==> src/rtl/bsf_pkg.sv <==
`timescale 1ns / 1ps
// ----------------------------------------------------------------------------
// Box sum filter package
// Shared widths, register indexes, reset values and the per-item control
// record that travels from the position sequencer to the sum datapath.
// ----------------------------------------------------------------------------
package bsf_pkg;

  localparam int MAX_WIDTH_DEF  = 4096;
  localparam int MAX_RADIUS_DEF = 15;
  localparam int MAX_HEIGHT     = 4096;

  localparam int CFG_DW = 13;
  localparam int CFG_IW = 2;

  localparam logic [CFG_IW-1:0] REG_IMAGE_WIDTH   = 2'd0;
  localparam logic [CFG_IW-1:0] REG_IMAGE_HEIGHT  = 2'd1;
  localparam logic [CFG_IW-1:0] REG_WINDOW_RADIUS = 2'd2;

  localparam int RESET_WIDTH  = 4096;
  localparam int RESET_HEIGHT = 4096;
  localparam int RESET_RADIUS = 8;

  localparam int PIX_W     = 8;
  localparam int COL_SUM_W = 13;
  localparam int BOX_SUM_W = 18;
  localparam int OUT_POS_W = 12;
  localparam int ROW_W     = 13;
  localparam int RADIUS_IN_W = 4;

  typedef struct packed {
    logic [PIX_W-1:0]     pix;
    logic                 in_col;
    logic                 first_row;
    logic                 drop_ok;
    logic                 leave_ok;
    logic                 row_start;
    logic                 out_ok;
    logic                 last;
    logic [OUT_POS_W-1:0] out_col;
    logic [OUT_POS_W-1:0] out_row;
  } item_info_t;

endpackage

==> src/rtl/bsf_ctrl.sv <==
`timescale 1ns / 1ps
// ----------------------------------------------------------------------------
// Box sum filter position sequencer
// Holds the configuration and the extended raster position, and derives the
// memory addresses and per-item flags for each accepted item.
// ----------------------------------------------------------------------------
module bsf_ctrl #(
  parameter int MAX_WIDTH  = bsf_pkg::MAX_WIDTH_DEF,
  parameter int MAX_RADIUS = bsf_pkg::MAX_RADIUS_DEF,
  localparam int XW  = $clog2(MAX_WIDTH + MAX_RADIUS),
  localparam int RW  = $clog2(MAX_RADIUS + 1),
  localparam int TW  = RW + 1,
  localparam int CAW = $clog2(MAX_WIDTH),
  localparam int LAW = $clog2((2 * MAX_RADIUS + 1) * MAX_WIDTH)
) (
  input  logic                          clk,
  input  logic                          rst,
  input  logic                          cfg_we,
  input  logic [bsf_pkg::CFG_IW-1:0]    cfg_index,
  input  logic [bsf_pkg::CFG_DW-1:0]    cfg_data,
  input  logic                          advance,
  input  logic [bsf_pkg::PIX_W-1:0]     pixel_value,
  output bsf_pkg::item_info_t           info,
  output logic [CAW-1:0]                col_addr,
  output logic [LAW-1:0]                line_addr,
  output logic [TW-1:0]                 tap_sel
);

  localparam int RESET_W = (bsf_pkg::RESET_WIDTH > MAX_WIDTH) ? MAX_WIDTH
                                                             : bsf_pkg::RESET_WIDTH;
  localparam int RESET_R = (bsf_pkg::RESET_RADIUS > MAX_RADIUS) ? MAX_RADIUS
                                                               : bsf_pkg::RESET_RADIUS;

  logic [XW-1:0]                 img_width;
  logic [bsf_pkg::ROW_W-1:0]     img_height;
  logic [RW-1:0]                 radius;
  logic [XW-1:0]                 pos_col;
  logic [bsf_pkg::ROW_W-1:0]     pos_row;
  logic [TW-1:0]                 slot;
  logic [LAW-1:0]                line_base;

  logic        cfg_hit;
  logic [31:0] x32, y32, w32, h32, r32, cfg32, rad32;
  logic        in_col, col_end, row_end;

  always_comb begin
    cfg_hit = cfg_we && ((cfg_index == bsf_pkg::REG_IMAGE_WIDTH) ||
                         (cfg_index == bsf_pkg::REG_IMAGE_HEIGHT) ||
                         (cfg_index == bsf_pkg::REG_WINDOW_RADIUS));
    cfg32 = 32'(cfg_data);
    rad32 = 32'(cfg_data[bsf_pkg::RADIUS_IN_W-1:0]);
    x32 = 32'(pos_col);
    y32 = 32'(pos_row);
    w32 = 32'(img_width);
    h32 = 32'(img_height);
    r32 = 32'(radius);
    in_col  = x32 < w32;
    col_end = x32 == (w32 + r32 - 32'd1);
    row_end = y32 == (h32 + r32 - 32'd1);
    tap_sel = {radius, 1'b0};

    info.pix       = (in_col && (y32 < h32)) ? pixel_value : '0;
    info.in_col    = in_col;
    info.first_row = (pos_row == '0);
    info.drop_ok   = y32 > (r32 << 1);
    info.leave_ok  = x32 > (r32 << 1);
    info.row_start = (pos_col == '0);
    info.out_ok    = (x32 >= r32) && (y32 >= r32);
    info.last      = col_end && row_end;
    info.out_col   = bsf_pkg::OUT_POS_W'(x32 - r32);
    info.out_row   = bsf_pkg::OUT_POS_W'(y32 - r32);

    col_addr  = pos_col[CAW-1:0];
    line_addr = line_base + LAW'(pos_col);
  end

  always_ff @(posedge clk) begin
    if (rst) begin
      img_width  <= XW'(RESET_W);
      img_height <= bsf_pkg::ROW_W'(bsf_pkg::RESET_HEIGHT);
      radius     <= RW'(RESET_R);
    end else if (cfg_we) begin
      case (cfg_index)
        bsf_pkg::REG_IMAGE_WIDTH: begin
          if (cfg_data == '0) begin
            img_width <= XW'(1);
          end else if (cfg32 > MAX_WIDTH) begin
            img_width <= XW'(MAX_WIDTH);
          end else begin
            img_width <= XW'(cfg_data);
          end
        end
        bsf_pkg::REG_IMAGE_HEIGHT: begin
          if (cfg_data == '0) begin
            img_height <= bsf_pkg::ROW_W'(1);
          end else if (cfg32 > bsf_pkg::MAX_HEIGHT) begin
            img_height <= bsf_pkg::ROW_W'(bsf_pkg::MAX_HEIGHT);
          end else begin
            img_height <= cfg_data;
          end
        end
        bsf_pkg::REG_WINDOW_RADIUS: begin
          if (rad32 > MAX_RADIUS) begin
            radius <= RW'(MAX_RADIUS);
          end else begin
            radius <= RW'(rad32);
          end
        end
        default: ;
      endcase
    end
  end

  always_ff @(posedge clk) begin
    if (rst || cfg_hit) begin
      pos_col   <= '0;
      pos_row   <= '0;
      slot      <= '0;
      line_base <= '0;
    end else if (advance) begin
      if (col_end) begin
        pos_col <= '0;
        if (row_end) begin
          pos_row   <= '0;
          slot      <= '0;
          line_base <= '0;
        end else begin
          pos_row <= pos_row + 1'b1;
          if (slot == tap_sel) begin
            slot      <= '0;
            line_base <= '0;
          end else begin
            slot      <= slot + 1'b1;
            line_base <= line_base + LAW'(MAX_WIDTH);
          end
        end
      end else begin
        pos_col <= pos_col + 1'b1;
      end
    end
  end

endmodule

==> config.mk <==
export PLATFORM = sky130hd
export DESIGN_NAME = bsf_ctrl
export DESIGN_NICKNAME = d
export VERILOG_FILES = /design/src/rtl/bsf_pkg.sv /design/src/rtl/bsf_ctrl.sv
export SDC_FILE = /design/constraint.sdc
export NUM_CORES = 1
export LEC_CHECK = 0
export ABC_AREA = 1
export BUFFER_PORTS_ARGS = -buffer_cell sky130_fd_sc_hd__clkbuf_2
export CORE_ASPECT_RATIO = 1.2
export CORE_MARGIN = 2
export CORE_UTILIZATION = 54
export DETAILED_ROUTE_END_ITERATION = 12
export PLACE_DENSITY = 0.89
export SYNTH_ARGS = -nofsm -noshare
export SYNTH_HDL_FRONTEND = slang
export SYNTH_SLANG_ARGS = --single-unit
==> constraint.sdc <==
create_clock -name clk -period 2.9 [get_ports clk]
set_input_delay 0 -clock clk [delete_from_list [all_inputs] [get_ports clk]]
set_output_delay 0 -clock clk [all_outputs]
set_load 0.05 [all_outputs]
==> results of run 1 <==
## worst max-delay path by stage
stage | from | slack, ns | cells after the start | end
3_3_place_gp | radius[2]$_SDFFE_PP0P_ | 0.11 | 17 | line_base[14]$_SDFFE_PP0P_
3_5_place_dp | radius[2]$_SDFFE_PP0P_ | -0.003 | 17 | line_base[12]$_SDFFE_PP0P_
4_1_cts | radius[1]$_SDFFE_PP0P_ | -0.14 | 15 | info[24]
2_1_floorplan | radius[0]$_SDFFE_PP0P_ | 0.005 | 21 | pos_row[0]$_SDFFE_PP0P_
5_1_grt | radius[1]$_SDFFE_PP0P_ | -0.32 | 17 | info[24]
6_report | img_height[0]$_SDFFE_PP0P_ | -0.22 | 18 | info[24]
## per-stage QoR
| stage | power, W | setup TNS, ns | instance area [um^2] |
|---|---|---|---|
| 2_1_floorplan | 0.00176 | 0 | 6960 |
| 3_3_place_gp | 0.00197 | 0 | 7550 |
| 3_5_place_dp | 0.00200 | -0.00253 | 7550 |
| 4_1_cts | 0.00326 | -0.144 | 8080 |
| 5_1_grt | 0.00353 | -7.88 | 8550 |
| 6_report | 0.00341 | -3.31 | 8550 |
## area by class of cell
class,instances,area [um^2],share of cell area [%]
Timing Repair Buffer,142,992,11.6
Clock buffer,12,256,3.00
Multi-Input combinational cell,812,5030,58.8
Tap cell,164,205,2.40
Inverter,175,664,7.77
Sequential cell,66,1330,15.6
Clock inverter,4,73.8,0.863
## registers in the layout (all words and copies together) (netlist names)
register,count
img_width,13
radius,4
pos_row,13
pos_col,13
img_height,13
slot,5
line_base,5
## routing by layer
metal / vias to the layer above / global-route usage, %
met3: 143 / 3.76
li1: 3725 / -
met5: - / 0
met2: 472 / 50.6
met1: 3644 / 33.2
met4: 0 / 14.1
## worst max-delay path, stage by stage (launching register included)
cell and delay (ns):
dfxtp_1 0.37, inv_1 0.10, ha_2 0.18, inv_2 0.06, ha_4 0.15, inv_4 0.04, fa_2 0.38, inv_1 0.12
nand2_2 0.09, nand2_2 0.10, nand3_2 0.11, nand2_2 0.10, nand2_1 0.06, nand2_2 0.09, nand2_1 0.08, nor4_2 0.26
nand3_1 0.18, nor2_4 0.15, buf_12 0.15
## power groups by stage
stage          Sequential (W)  Combinational (W)  Clock, W
2_1_floorplan        0.000973           0.000785         0
3_3_place_gp         0.000968            0.00100         0
3_5_place_dp         0.000968            0.00103         0
4_1_cts              0.000950            0.00107   0.00123
5_1_grt              0.000954            0.00129   0.00129
6_report             0.000952            0.00119   0.00126
## cells by family after synthesis
kind of cell	synth area share (%)
AOI/OAI and AO/OA	9.43
xor gates and xnor gates	8.46
adders and majority gates	16.1
buffers and inverters	13.7
DFF	19.0
other	0.0541
and+or+nand+nor	33.2
## what timing repair did
item / CTS / global route
pin swaps: 11 / 52
buffers inserted: 1 / 6
setup endpoints to repair: 27 / 37
endpoints found under the hold margin: 23 / 0
gates cloned: 0 / 5
hold buffers: 14 / 0
gates resized for setup: 18 / 83
## cells in the final DEF, fill, tap and decap left out, types with 19 or more instances in the layout
| master | synthesis | layout |
|---|---|---|
| nand2_1 | 267 | 241 |
| inv_1 | 172 | 162 |
| nor2_1 | 121 | 104 |
| clkbuf_2 | 0 | 97 |
| ha_1 | 83 | 77 |
| dfxtp_1 | 66 | 60 |
| nand3_1 | 77 | 59 |
| a21oi_1 | 55 | 54 |
| xor2_1 | 47 | 46 |
| o21ai_0 | 44 | 44 |
| nand2_2 | 1 | 24 |
| nand4_1 | 21 | 21 |
| xnor2_1 | 20 | 20 |
| buf_4 | 19 | 19 |
==> impl_metrics.tcl, run 1 <==
set metrics [dict create \
    clkTransAtPathRegs_ns 0.06 \
    grt.overflow.total 0 \
    internal_power_w 0.00212 \
    dp_cells 1333 \
    fin_skew_ns 0.00862 \
    gp_congestion 0.954 \
    p_per_area_mw_per_mm2 399 \
    end_kind "output pin" \
    vias 7984 \
    n_antenna_cell 0 \
    cts_buffers 9 \
    synth_flop_cell "dfxtp_1" \
    antenna_found_initial 0 \
    synth-seq-cells 66 \
    grt_max_degree 31 \
    post-route-period-util_pct 108 \
    yosysUniqueCellTypes 39 \
    worstMarginPinSlew_ns 0.802 \
    syn_area_mm2 0.00694 \
    cts_root_buffer "clkbuf_16" \
    violations "setup timing" \
    syn_area_per_cell_um2 6.27 \
    finalSetupViolCount 36 \
    p_leak_nw 4.33 \
    async_reset_ff_share_pct 0 \
    holdPathEnd "radius[1]$_SDFFE_PP0P_" \
    worstReg2RegStart "radius[1]$_SDFFE_PP0P_" \
    timing.slew.headroom_pct 46.5 \
    cts.path.max_buffers 2 \
    port_buffers 98 \
    routed-wl-met2_um 10900 \
    dieHeight_um 128 \
    drive_gt1_share_pct 20.5 \
    synthTopCellsByArea "dfxtp_1 (19%), ha_1 (15%), nand2_1 (14%), inv_1 (9.3%), nor2_1 (6.5%)" \
    grt.total_usage_pct 28.4 \
    wl_met3_um 1590 \
    wl_met1_um 8560 \
    critical_path_class "flip-flop to output pin" \
    dr.pass1.iters 8 \
    rsz0062_at_grt "yes" \
    hold_viol 0 \
    ios 100 \
    synth_top_area_share_pct 19.0 \
    synth_nets 1220 \
    rows 45 \
    drc 0 \
    ys_warn_count 0 \
    yosysMostFrequentCell "nand2_1" \
    holdWs_ns 0.104 \
    hp-start "cfg_index[1]" \
    drt-total-wl_um 22600 \
    p_comb_share_pct 35.0 \
    die_w_um 107 \
    r2r_end "pos_row[3]$_SDFFE_PP0P_" \
    synth_area_leader_cell "dfxtp_1" \
    min_path_cells 4 \
    cap_viol_max_count 0 \
    top_layer_used "met4" \
    start_kind "flip-flop" \
    syn2layout_area_growth_pct 23.2 \
    die_area_mm2 0.0138 \
    worstPathMaxFanout 3 \
    synth_cells 1106 \
    outcome "finished, violations left" \
    fin_crit_ns 3.12 \
    synth.top_cells.by_count "nand2_1 (267), inv_1 (172), nor2_1 (121)" \
    vias_per_cell 5.81 \
    synth_edf_count 0 \
    detail-route-antenna-nets 0 \
    ir_drop_uv 276 \
    stdcell_count 1375 \
    pwr-share-clk_pct 37.1 \
    cts.sinks 66 \
    grt_pass1_wl_um 31700 \
    nets 1320 \
    hpwl_um 14900 \
    clk_latency_ns 0.35 \
    cts_tree "done" \
    fin_ws_ns -0.222 \
    grt_pass1_vias 6924 \
    r2r.worst_path.cells 20 \
    routedWlPerCell_um 16.4 \
    power.share.sequential_pct 27.9 \
    maxSlewViolCount 0 \
    switching_share_pct 37.9 \
    yosysSeqAreaShare_pct 19.0 \
    htreeDepth 3 \
    max_freq_mhz 320 \
    hp-class "input port to flip-flop" \
    crit_required_ns 2.90 \
    fillers 967 \
    drtIter0Drc 796 \
    power.switching_w 0.00129 \
    cp_data_arrival_time_ns 3.12 \
    start_util_pct 55.0 \
    fin_util_pct 67.8 \
    rrSetupSlack_ns -0.19 \
    fp.coreArea_mm2 0.0126 \
    dp_slack_ns -0.00253 \
]
Note: power is estimated with default switching activity, not from simulation.
==> run 2, diff against run 1 <==
--- a/config.mk
+++ b/config.mk
@@ -5,13 +5,13 @@
 export SDC_FILE = /design/constraint.sdc
 export NUM_CORES = 1
 export LEC_CHECK = 0
-export ABC_AREA = 1
 export BUFFER_PORTS_ARGS = -buffer_cell sky130_fd_sc_hd__clkbuf_2
 export CORE_ASPECT_RATIO = 1.2
 export CORE_MARGIN = 2
 export CORE_UTILIZATION = 54
 export DETAILED_ROUTE_END_ITERATION = 12
 export PLACE_DENSITY = 0.89
+export SLEW_MARGIN = 20
 export SYNTH_ARGS = -nofsm -noshare
 export SYNTH_HDL_FRONTEND = slang
 export SYNTH_SLANG_ARGS = --single-unit
==> run 2 against run 1 <==
Compared with the run above:
- the run still ends with setup timing left
- clock power fell by 13%
- clock-buffer cell count fell by 3
- power fell by 13%
- worst hold slack got worse by 0.075 ns
- via count rose by 3.3%
- sequential power fell by 2.6%
- area after synthesis fell by 1.1%
- clock skew rose by 0.0022 ns
- register-to-register slack got worse by 0.44 ns
- non-clock buffer count rose by 91
- critical endpoint unchanged
==> impl_metrics.tcl, run 2 <==
set metrics [dict create \
    outcome "finished, violations left" \
    violations "setup timing" \
    routedWlPerCell_um 22.9 \
    detail-route-antenna-nets 0 \
    fin_total_pwr_w 0.00295 \
    port_buffers 98 \
    switching_share_pct 37.1 \
    cp_common_cell "ha_4" \
    grt.overflow.total 0 \
    critPathMaxStageDelay_ns 0.37 \
    async_reset_ff_share_pct 0 \
    drt-total-wl_um 28200 \
    gp_congestion 0.945 \
    clk_latency_ns 0.35 \
    die_w_um 107 \
    synth_flop_cell "dfxtp_1" \
    synth_nets 1003 \
    internal_power_w 0.00186 \
    r2r_end "pos_row[3]$_SDFFE_PP0P_" \
    most-common-layout-cells "buf_4 (117), clkbuf_2 (92), nand2_1 (90), ha_1 (73), dfxtp_1 (56)" \
    ys_warn_count 0 \
    worstSetupPathDepth 15 \
    synth_top_area_share_pct 19.3 \
    fp.coreArea_mm2 0.0126 \
    hpwl_um 15800 \
    critical_path_class "flip-flop to output pin" \
    dp_cells 1188 \
    timing.slew.headroom_pct 23.2 \
    vias 8247 \
    max_freq_mhz 267 \
    synthTopCellsByArea "dfxtp_1 (19%), ha_1 (15%), xnor2_1 (5.6%), nand2_1 (5.0%), xor2_1 (4.0%)" \
    cts.path.max_buffers 2 \
    synth_cells 889 \
    vias_per_cell 6.71 \
    dieHeight_um 127 \
    rsz0062_at_grt "yes" \
    drc 0 \
    synth.top_cells.by_count "nand2_1 (92), ha_1 (83), dfxtp_1 (66)" \
    grt_max_degree 36 \
    start_util_pct 54.6 \
    cts_tree "done" \
    grt_pass1_vias 7915 \
    maxSlewViolCount 0 \
    stdcell_count 1229 \
    die_area_mm2 0.0136 \
    worstReg2RegStart "radius[1]$_SDFFE_PP0P_" \
    cts_root_buffer "clkbuf_16" \
    end_kind "output pin" \
    fillers 769 \
    hold_viol 0 \
    fin_skew_ns 0.0108 \
    cap_viol_max_count 0 \
    syn2layout_area_growth_pct 35.2 \
    r2r.worst_path.cells 17 \
    finalSetupViolCount 40 \
    synth-seq-cells 66 \
    n_antenna_cell 0 \
    hp-class "input port to flip-flop" \
    syn_area_per_cell_um2 7.72 \
    rows 45 \
    yosysMostFrequentCell "nand2_1" \
    multi_input_area_mm2 0.00554 \
    drive_gt1_share_pct 34.8 \
    worstPathMaxFanout 3 \
    crit_required_ns 2.90 \
    drtIter0Drc 1071 \
    cpLargestDelayFamily "simple AND/OR/NAND/NOR gates" \
    p_comb_share_pct 31.8 \
    seq_area_mm2 0.00134 \
    cts.sinks 66 \
    worstPathCellList "inv_6 > ha_4 > inv_4 > ha_4 > fa_2 > a21o_1 > a21oi_1 > xnor2_1 > nand4_1 > nor4_4 > nand4b_1 > nor4_2 > buf_4 > and4b_2 > buf_12" \
    ios 100 \
    yosysSeqAreaShare_pct 19.3 \
    cts_buffers 9 \
    fin_crit_ns 3.74 \
    cp_slowest_cell "dfxtp_4" \
    synth_edf_count 0 \
    grt_pass1_wl_um 39800 \
    crit_start "radius[1]$_SDFFE_PP0P_" \
    start_kind "flip-flop" \
    power.share.sequential_pct 31.4 \
    nets 1174 \
    p_leak_nw 4.16 \
    clkTransAtPathRegs_ns 0.07 \
    worst-path-buf-inv 4 \
    fin_ws_ns -0.839 \
    antenna_found_initial 1 \
    cp_data_arrival_time_ns 3.74 \
    p_per_area_mw_per_mm2 318 \
    yosysUniqueCellTypes 75 \
    syn_area_mm2 0.00686 \
    pwr-share-clk_pct 36.8 \
    worstMarginPinSlew_ns 1.15 \
    htreeDepth 3 \
    post-route-period-util_pct 129 \
    synth_area_leader_cell "dfxtp_1" \
    holdWs_ns 0.0288 \
    endpoint "info[24]" \
    final_common_cell "buf_4" \
    dr.pass1.iters 7 \
    power.switching_w 0.00110 \
    rrSetupSlack_ns -0.63 \
    grt.total_usage_pct 36.9 \
    ir_drop_uv 266 \
]
-- run 2: layout make-up --
| cell class | count | share of cell area (%) |
|---|---|---|
| multi-input cells | 691 | 59.7 |
| clock inverters | 7 | 0.540 |
| repair buffers | 233 | 18.1 |
| flip-flops and latches | 66 | 14.5 |
| clock buffers | 9 | 2.43 |
| inverters | 59 | 2.58 |
| well taps | 164 | 2.21 |
-- run 2: per-stage QoR --
step	setup WS (ns)	setup TNS, ns	utilization (%)	area, um^2
after global placement	-0.402	-5.91	64.8	8130
final	-0.839	-19.69	73.9	9280
after CTS	-0.659	-18.34	71.4	8960
after floorplan	-0.171	-2.69	-	6960
after global routing	-0.915	-23.35	73.9	9280
after detailed placement	-0.511	-8.66	64.8	8130
-- run 2: what timing repair did --
item	CTS	global route
hold endpoints to repair	4	0
setup buffers	16	9
pin swaps	34	31
hold buffers	4	0
gates resized for setup	65	81
setup endpoints to repair	46	46
gates cloned	3	0
-- run 2: kinds of logic (layout without fill, tap and decap cells) --
group           after synthesis  count (layout)  share of synthesized area [%]
other cells                   1               1                         0.0547
flops                        66              66                           19.3
compound gates              186             186                           18.6
fa+ha+maj                    87              87                           16.3
xor+xnor                     76              76                           9.98
buf+inv                     132             308                           8.72
mux                           6               6                          0.912
simple gates                335             335                           26.2
-- run 2: worst register-to-register path, stage by stage (launching register included) --
cell	delay [ns]
dfxtp_4	0.37
inv_6	0.05
ha_4	0.24
inv_4	0.06
ha_4	0.14
inv_4	0.04
fa_2	0.54
xor2_1	0.19
o2111ai_2	0.16
buf_4	0.18
nor4_4	0.15
o311ai_2	0.16
a2111oi_2	0.28
nand4b_2	0.26
nand2b_4	0.21
buf_12	0.13
buf_12	0.13
o31ai_4	0.08
-- run 2: layer usage --
layer	part of all wire, %	global-route usage (%)	routed length, um	vias to the layer above
met2	46	64.4	13000	729
li1	-	-	-	3467
met1	33	38.2	9280	3712
met5	0.060	0	17	-
met3	9.9	7.86	2790	337
met4	11	28.5	3140	2
-- run 2: how the worst min path moves through the flow --
| stage | startpoint | end | slack (ns) | depth (start not counted) |
|---|---|---|---|---|
| 2_1_floorplan | cfg_data[0] | radius[0]$_SDFFE_PP0P_ | 0.14 | 2 |
| 3_3_place_gp | cfg_data[2] | radius[2]$_SDFFE_PP0P_ | 0.29 | 3 |
| 3_5_place_dp | cfg_data[2] | radius[2]$_SDFFE_PP0P_ | 0.30 | 3 |
| 4_1_cts | cfg_data[6] | img_height[6]$_SDFFE_PP0P_ | 0.04 | 4 |
| 5_1_grt | cfg_data[6] | img_height[6]$_SDFFE_PP0P_ | 0.05 | 4 |
| 6_report | cfg_data[6] | img_height[6]$_SDFFE_PP0P_ | 0.03 | 4 |
-- run 2: power by group through the flow --
stage	Clock, W	Combinational [W]	Sequential, W
finish	0.00109	0.000940	0.000927
global route	0.00111	0.000982	0.000927
detailed placement	0	0.000760	0.000944
CTS	0.00105	0.000834	0.000924
global placement	0	0.000741	0.000943
floorplan	0	0.000526	0.000951
